[src/design/assert_macros.svh]
// Assertion helpers shared by the RTL. Simulation builds get the checks,
// synthesis builds get empty bodies.
`ifndef ASSERT_MACROS_SVH
`define ASSERT_MACROS_SVH

`ifndef SYNTHESIS

// Property must hold at every rising clock edge outside reset.
`define ASSERT_ALWAYS(label, clk, rst, expr) \
   label: assert property (@(posedge clk) disable iff (rst) (expr)) \
      else $error("assertion failed: label");

// Property with an antecedent and a consequent checked in the cycle after it.
`define ASSERT_NEXT(label, clk, rst, ante, cons) \
   label: assert property (@(posedge clk) disable iff (rst) (ante) |=> (cons)) \
      else $error("assertion failed: label");

`else

`define ASSERT_ALWAYS(label, clk, rst, expr)
`define ASSERT_NEXT(label, clk, rst, ante, cons)

`endif

`endif

[src/design/tn_rx_pkg.sv]
`timescale 1ns / 1ps
`default_nettype none

package tn_rx_pkg;

   // Telnet command bytes
   localparam logic [7:0] TN_SE           = 8'd240;
   localparam logic [7:0] TN_SB           = 8'd250;
   localparam logic [7:0] TN_WILL         = 8'd251;
   localparam logic [7:0] TN_WONT         = 8'd252;
   localparam logic [7:0] TN_DO           = 8'd253;
   localparam logic [7:0] TN_DONT         = 8'd254;
   localparam logic [7:0] TN_IAC          = 8'd255;
   localparam logic [7:0] TN_OPT_COM_PORT = 8'd44;

   // Result kinds
   localparam logic KIND_DATA  = 1'b0;
   localparam logic KIND_REPLY = 1'b1;

   // Position of a byte within a three-byte reply
   typedef enum logic [1:0] {
      RPL_IAC  = 2'd0,
      RPL_VERB = 2'd1,
      RPL_OPT  = 2'd2
   } rpl_idx_type;

endpackage

`default_nettype wire

[src/design/telnet_rx_option_filter.sv]
`timescale 1ns / 1ps
`default_nettype none
// Inbound telnet byte filter. Each received byte is parsed in the cycle it is
// accepted and its results go to a single result register. Plain data bytes
// (and IAC IAC as a literal 0xFF) leave as one data transaction, so the block
// takes one byte per cycle for ordinary traffic while the result channel does
// not stall. An option request answered with a reply produces three reply
// transactions (IAC, verb, option) from the result register, one per cycle
// while the result channel does not stall; the input is held off until the
// last of them is taken. Command and subnegotiation bytes produce nothing.
// The result register is handed a new item in the same cycle its last byte is
// taken. csr_wdata written with csr_write sets link_open (reset 1); with it
// low, replies are dropped while the COM-PORT flag still follows DO/DONT 44.
// req_chunk_end is carried for framing only and does not affect parsing.

`include "assert_macros.svh"

module telnet_rx_option_filter (
   input  wire logic       clock,
   input  wire logic       reset,
   // configuration
   input  wire logic       csr_write,
   input  wire logic       csr_wdata,
   // received bytes
   input  wire logic       req_valid,
   output logic            req_stall,
   input  wire logic [7:0] req_rx_byte,
   input  wire logic       req_chunk_end,
   // results
   output logic            rsp_valid,
   input  wire logic       rsp_stall,
   output logic            rsp_out_kind,
   output logic [7:0]      rsp_out_byte,
   output logic            rsp_out_last,
   output logic            rsp_comport_on
);

   typedef enum logic [2:0] {
      ST_DATA   = 3'd0,
      ST_IAC    = 3'd1,
      ST_OPT    = 3'd2,
      ST_SB     = 3'd3,
      ST_SB_IAC = 3'd4
   } state_type;

   state_type               state_ff, state_in;
   logic [7:0]              verb_ff, verb_in;
   logic                    comport_ff, comport_in;
   logic                    link_open_ff;

   // result register
   logic                    rvalid_ff;
   logic                    rkind_ff;
   logic [7:0]              rverb_ff;
   logic [7:0]              rbyte_ff;
   logic                    rflag_ff;
   tn_rx_pkg::rpl_idx_type  ridx_ff;

   logic                    in_fire, out_fire;
   logic                    load, load_kind;
   logic [7:0]              load_verb;
   logic                    reply_req;
   logic [7:0]              reply_verb;
   logic                    chunk_seen;

   // chunk markers carry no parsing meaning
   assign chunk_seen = req_chunk_end;

   // handshakes
   assign out_fire  = rvalid_ff && !rsp_stall;
   assign req_stall = rvalid_ff && !(out_fire && rsp_out_last);
   assign in_fire   = req_valid && !req_stall;

   // option request decode
   always_comb begin
      reply_req  = 1'b0;
      reply_verb = tn_rx_pkg::TN_WONT;
      comport_in = comport_ff;
      if (req_rx_byte == tn_rx_pkg::TN_OPT_COM_PORT) begin
         if (verb_ff == tn_rx_pkg::TN_DO) begin
            comport_in = 1'b1;
            reply_req  = 1'b1;
            reply_verb = tn_rx_pkg::TN_WILL;
         end else if (verb_ff == tn_rx_pkg::TN_DONT) begin
            comport_in = 1'b0;
         end
      end else if (verb_ff == tn_rx_pkg::TN_DO) begin
         reply_req  = 1'b1;
         reply_verb = tn_rx_pkg::TN_WONT;
      end else if (verb_ff == tn_rx_pkg::TN_WILL) begin
         reply_req  = 1'b1;
         reply_verb = tn_rx_pkg::TN_DONT;
      end
   end

   // byte parser
   always_comb begin
      state_in  = state_ff;
      verb_in   = verb_ff;
      load      = 1'b0;
      load_kind = tn_rx_pkg::KIND_DATA;
      load_verb = reply_verb;
      unique case (state_ff)
         ST_IAC: begin
            if (req_rx_byte == tn_rx_pkg::TN_IAC) begin
               state_in = ST_DATA;
               load     = 1'b1;
            end else if (req_rx_byte == tn_rx_pkg::TN_WILL
                         || req_rx_byte == tn_rx_pkg::TN_WONT
                         || req_rx_byte == tn_rx_pkg::TN_DO
                         || req_rx_byte == tn_rx_pkg::TN_DONT) begin
               verb_in  = req_rx_byte;
               state_in = ST_OPT;
            end else if (req_rx_byte == tn_rx_pkg::TN_SB) begin
               state_in = ST_SB;
            end else begin
               state_in = ST_DATA;
            end
         end
         ST_OPT: begin
            state_in  = ST_DATA;
            load      = reply_req && link_open_ff;
            load_kind = tn_rx_pkg::KIND_REPLY;
         end
         ST_SB: begin
            if (req_rx_byte == tn_rx_pkg::TN_IAC) begin
               state_in = ST_SB_IAC;
            end
         end
         ST_SB_IAC: begin
            state_in = (req_rx_byte == tn_rx_pkg::TN_SE) ? ST_DATA : ST_SB;
         end
         default: begin
            // data state, and any unused code
            if (req_rx_byte == tn_rx_pkg::TN_IAC) begin
               state_in = ST_IAC;
            end else begin
               state_in = ST_DATA;
               load     = 1'b1;
            end
         end
      endcase
   end

   // parser state and configuration
   always_ff @(posedge clock) begin
      if (reset) begin
         state_ff     <= ST_DATA;
         verb_ff      <= 8'd0;
         comport_ff   <= 1'b0;
         link_open_ff <= 1'b1;
      end else begin
         if (csr_write) begin
            link_open_ff <= csr_wdata;
         end
         if (in_fire) begin
            state_ff <= state_in;
            verb_ff  <= verb_in;
            if (state_ff == ST_OPT) begin
               comport_ff <= comport_in;
            end
         end
      end
   end

   // result register control
   always_ff @(posedge clock) begin
      if (reset) begin
         rvalid_ff <= 1'b0;
         ridx_ff   <= tn_rx_pkg::RPL_IAC;
      end else if (in_fire && load) begin
         rvalid_ff <= 1'b1;
         ridx_ff   <= tn_rx_pkg::RPL_IAC;
      end else if (out_fire) begin
         if (rsp_out_last) begin
            rvalid_ff <= 1'b0;
         end else begin
            ridx_ff <= tn_rx_pkg::rpl_idx_type'(ridx_ff + 2'd1);
         end
      end
   end

   // result payload
   always_ff @(posedge clock) begin
      if (in_fire && load) begin
         rkind_ff <= load_kind;
         rverb_ff <= load_verb;
         rbyte_ff <= req_rx_byte;
         rflag_ff <= (state_ff == ST_OPT) ? comport_in : comport_ff;
      end
   end

   // output selection
   always_comb begin
      rsp_out_byte = rbyte_ff;
      rsp_out_last = 1'b1;
      if (rkind_ff == tn_rx_pkg::KIND_REPLY) begin
         unique case (ridx_ff)
            tn_rx_pkg::RPL_IAC: begin
               rsp_out_byte = tn_rx_pkg::TN_IAC;
               rsp_out_last = 1'b0;
            end
            tn_rx_pkg::RPL_VERB: begin
               rsp_out_byte = rverb_ff;
               rsp_out_last = 1'b0;
            end
            default: begin
               rsp_out_byte = rbyte_ff;
               rsp_out_last = 1'b1;
            end
         endcase
      end
   end

   assign rsp_valid      = rvalid_ff;
   assign rsp_out_kind   = rkind_ff;
   assign rsp_comport_on = rflag_ff;

   // a reply is delivered as three back-to-back reply bytes
   `ASSERT_NEXT(a_reply_contig, clock, reset,
      rsp_valid && !rsp_stall && rsp_out_kind && !rsp_out_last,
      rsp_valid && rsp_out_kind)

   // data transactions are always single
   `ASSERT_ALWAYS(a_data_single, clock, reset,
      !(rsp_valid && !rsp_out_kind) || rsp_out_last)

   // the COM-PORT flag only moves on an accepted byte
   `ASSERT_NEXT(a_flag_hold, clock, reset, !in_fire, $stable(comport_ff))

   // the chunk marker is a clean bit whenever a byte is offered
   `ASSERT_ALWAYS(a_chunk_known, clock, reset, !req_valid || !$isunknown(chunk_seen))

endmodule

`default_nettype wire

[config.mk]
export PLATFORM = sky130hd
export DESIGN_NAME = telnet_rx_option_filter
export DESIGN_NICKNAME = d
export VERILOG_FILES = /design/src/design/tn_rx_pkg.sv /design/src/design/telnet_rx_option_filter.sv
export VERILOG_INCLUDE_DIRS = /design/src /design/src/design
export SDC_FILE = /design/constraint.sdc
export NUM_CORES = 1
export LEC_CHECK = 0
export ABC_AREA = 1
export BUFFER_PORTS_ARGS = -buffer_cell sky130_fd_sc_hd__buf_2
export CAP_MARGIN = 20
export CELL_PAD_IN_SITES_DETAIL_PLACEMENT = 0
export CELL_PAD_IN_SITES_GLOBAL_PLACEMENT = 1
export CORE_MARGIN = 8
export CORE_UTILIZATION = 38
export CTS_BUF_LIST = sky130_fd_sc_hd__clkbuf_2 sky130_fd_sc_hd__clkbuf_4 sky130_fd_sc_hd__clkbuf_8
export DETAILED_ROUTE_END_ITERATION = 10
export MAX_ROUTING_LAYER = met4
export PLACE_DENSITY_LB_ADDON = 0.1
export SETUP_SLACK_MARGIN = 0.02
export SYNTH_ARGS = -nofsm -noshare
export SYNTH_HDL_FRONTEND = slang
export SYNTH_SLANG_ARGS = --single-unit
[constraint.sdc]
create_clock -name clock -period 1.45 [get_ports clock]
set_input_delay 0.2175 -clock clock [delete_from_list [all_inputs] [get_ports clock]]
set_output_delay 0.2175 -clock clock [all_outputs]
set_load 0.02 [all_outputs]
==> results.md <==
* Initial Utilization at 0.3884
* Vias at ~1.4k
* Clock skew at 0.005559 ns
* Synth area leader: edfxtp_1
* CTS Buf Count at 5
* Crit-path slowest cell: dfxtp_2
* DRT iter0 DRCs at 24
* Tcrit/Tclk final at 1.204
* Cell Pwr Density at 816.0 nW/um2
* Class of the worst hold path: in2reg
* Inst Count DP at 299
* Vias per cell at approximately 4.5
* WS Path Type: reg2out
* CP Launch Type: register
* Final WS setup at -0.2964 ns
* Max-Cap Viols at 0
* Setup_tns at -3.282 ns
* Max Clk Rate at 572.6 MHz
* Final non-filler cell total at 321
* WL/cell at between 10 and 15 um
* Clock sink count at 29
* Core box area at 3943 um2
* VDD IR max at 0.0005491 V
* Final setup fails at 21
* Fin util at 0.6141
* Max Root-Sink Buffers at 2
* Arrival time at the worst endpoint at 1.53 ns
* Global route overflow at 0
* Buf/Inv on CP at 4
* Full die area at approximately 6300 um2
* R2r endpoint: rbyte_ff[1]
* NumNets Final at 287
* Mapped Cells at 191
* RR Startpoint: rsp_out_kind
* Final WL at between 3000 and 4000 um
* Worst setup EP type: output port
* Critical path depth in cells at 7
* Status: finished with violations
* RSZ-0062 raised after global routing: yes
* Initial antenna violation count at 0
* Slew @ Worst Pin at 0.3050 ns
* Fin crit period at ~1.7 ns
* Die W at approximately 79 um
* Critical path cell sequence: inv_2 > ha_4 > o21ai_4 > clkinvlp_4 > o21ai_2 > inv_1 > buf_4
* #FFs+latches synth at 29
* Register-to-Register Setup Slack at -0.10 ns
* Worst path max stage delay at between 0.3 and 0.4 ns
* HPWL after DPL at 2800 um
* I/O pin total at 28
* First-pass GRT wire length at 5947 um
* Root Buffer: clkbuf_8
* Global placer's final weighted congestion at 0.8830
* FP Rows at 23
* Yosys top cell area share at 0.2549
* CTS tree: yes
* Delay-heaviest family, CP: buffers and inverters
* Area Growth Syn to Fin at 58.09%
* Die H at 79.49 um
* Drt pass-1 iters at 4
* P_leak at 1.106 nW
* Hold Crit Depth at 2
* Post-synth cell types at 31
* Sequential fraction of the synthesis area at 0.4641
* Worst path required time at 1.23 ns
* Post-Synthesis Cell Area at 1531 um2
* Synth area leaders: edfxtp_1 25%, dfxtp_1 21%, nand2_1 8.1%, inv_1 7.6%, nor2_1 6.1%
* Worst-path clk slew at 0.06 ns
* Syn nets at 208
* CP max FO at 5
* Worst hold endpoint: link_open_ff
* Largest net degree at the start of global routing at 11
* Clock latency on the worst-skew pair at 0.28 ns
* Final ANT Viol Nets at 0
* Post-Place Worst Slack at -0.1460 ns
* Power consumption at 1.976 mW
* Count of input and output buffers at 26
* Vias in the first global route at roughly 1.4k
* N_diodes at 0
* Share of cells above drive strength 1 at 0.5498
* Max Transition Viols Final at 0
* Hold path start: csr_write
* Max_slew headroom at 0.7964
* FF-to-FF path depth at 8
* Post-CTS Hold Fix Bufs at 0
* Failing checks: setup timing
* DRC at 0
* Synth warnings at 0
* Overall Global Routing Usage at 0.1232
* H-Tree Depth at 2
* Final hold vios at 0
* Mapped Avg Cell Area at about 8.0 um2
[what timing repair did]
action | CTS | global route
endpoints found under the setup margin | 22 | 33
cloned | 2 | 1
buffers inserted | 8 | 6
pin swaps | 10 | 20
gates resized for setup | 41 | 37
[sequential cells by signal, summed over array words and instances (netlist names), 2 cells and up]
| signal | count |
|---|---|
| state_ff | 3 |
| verb_ff | 8 |
| rbyte_ff | 8 |
| rverb_ff | 3 |
| ridx_ff | 2 |
[synth_stat cells (all sizes together)]
library cell,n
nand2,41
inv,38
nor2,31
dfxtp,16
edfxtp,13
o21ai,13
a21oi,8
nand3,7
nor3,5
or2,5
nand4,4
clkbuf,2
ha,2
a21boi,1
a22oi,1
clkinv,1
nand3b,1
o21a,1
xor2,1
[area by class of cell]
class	instances	area, um2
fill	360	1521
multi-input combinational	122	834.6
sequential	29	718.2
timing repair buffer	71	551.8
inverter	39	157.7
clock buffer	5	68.82
tap	50	62.56
timing repair inverter	2	15.01
clock inverter	3	12.51
[cell usage in the layout, fill, tap and decap left out, types with 2 or more instances in the layout]
cell and instances:
buf_4 40, nand2_1 29, inv_1 26, buf_2 17, nor2_1 16, buf_6 13
edfxtp_1 13, nor2_2 11, dfxtp_1 10, inv_2 9, nand2_2 9, nand3_1 6
dfxtp_2 6, o21ai_1 5, or2_4 5, clkbuf_8 5, nor2_4 4, a21oi_1 4
nand4_1 3, nor3_2 3, nand2_4 3, clkinv_1 3, clkinvlp_4 3, o21ai_2 3
o21ai_0 3, a21oi_2 3, o21ai_4 2, ha_4 2
[report_power, final]
part           internal (mW)  leakage [nW]  switching (mW)  total [mW]
Sequential             0.905         0.255          0.0181       0.923
Combinational          0.210         0.808           0.241       0.452
Clock                  0.321        0.0430           0.279       0.601
[per-stage QoR]
step           cell area, um2  hold slack [ns]
2_1_floorplan            1562           0.3164
6_report                 2421           0.1375
3_3_place_gp             1991           0.4171
3_5_place_dp             1991           0.4223
5_1_grt                  2421           0.1442
4_1_cts                  2252           0.1277
[logic make-up (layout without fill, tap and decap cells)]
kind of cell    after synthesis  count (layout)  synth area share
compound gates               24              24           0.08824
xor+xnor                      1               1          0.005720
fa+ha+maj                     2               2           0.01634
buf+inv                      41             120            0.1070
flops                        29              29            0.4641
simple gates                 94              95            0.3186
[per-layer routing]
metal / vias up / global-route usage / wire [um] / part of all wire
met4: 0 / 0.05556 / 82 / 0.022
met5: - / - / 0 / 0
met1: 653 / 0.1213 / 1478 / 0.39
li1: 760 / - / - / -
met3: 10 / 0.03829 / 177 / 0.047
met2: 25 / 0.2168 / 2033 / 0.54
[worst max-delay path by stage]
stage	slack, ns	endpoint	from
CTS	-0.27	rsp_out_byte[2]	ridx_ff[0]
global placement	-0.11	rsp_out_byte[7]	ridx_ff[0]
finish	-0.30	rsp_out_byte[2]	ridx_ff[0]
detailed placement	-0.15	rsp_out_byte[7]	ridx_ff[0]
global route	-0.38	rsp_out_byte[2]	ridx_ff[0]
floorplan	-0.30	rbyte_ff[0]	rsp_out_kind
No activity file was read; power rests on OpenSTA's default activity.
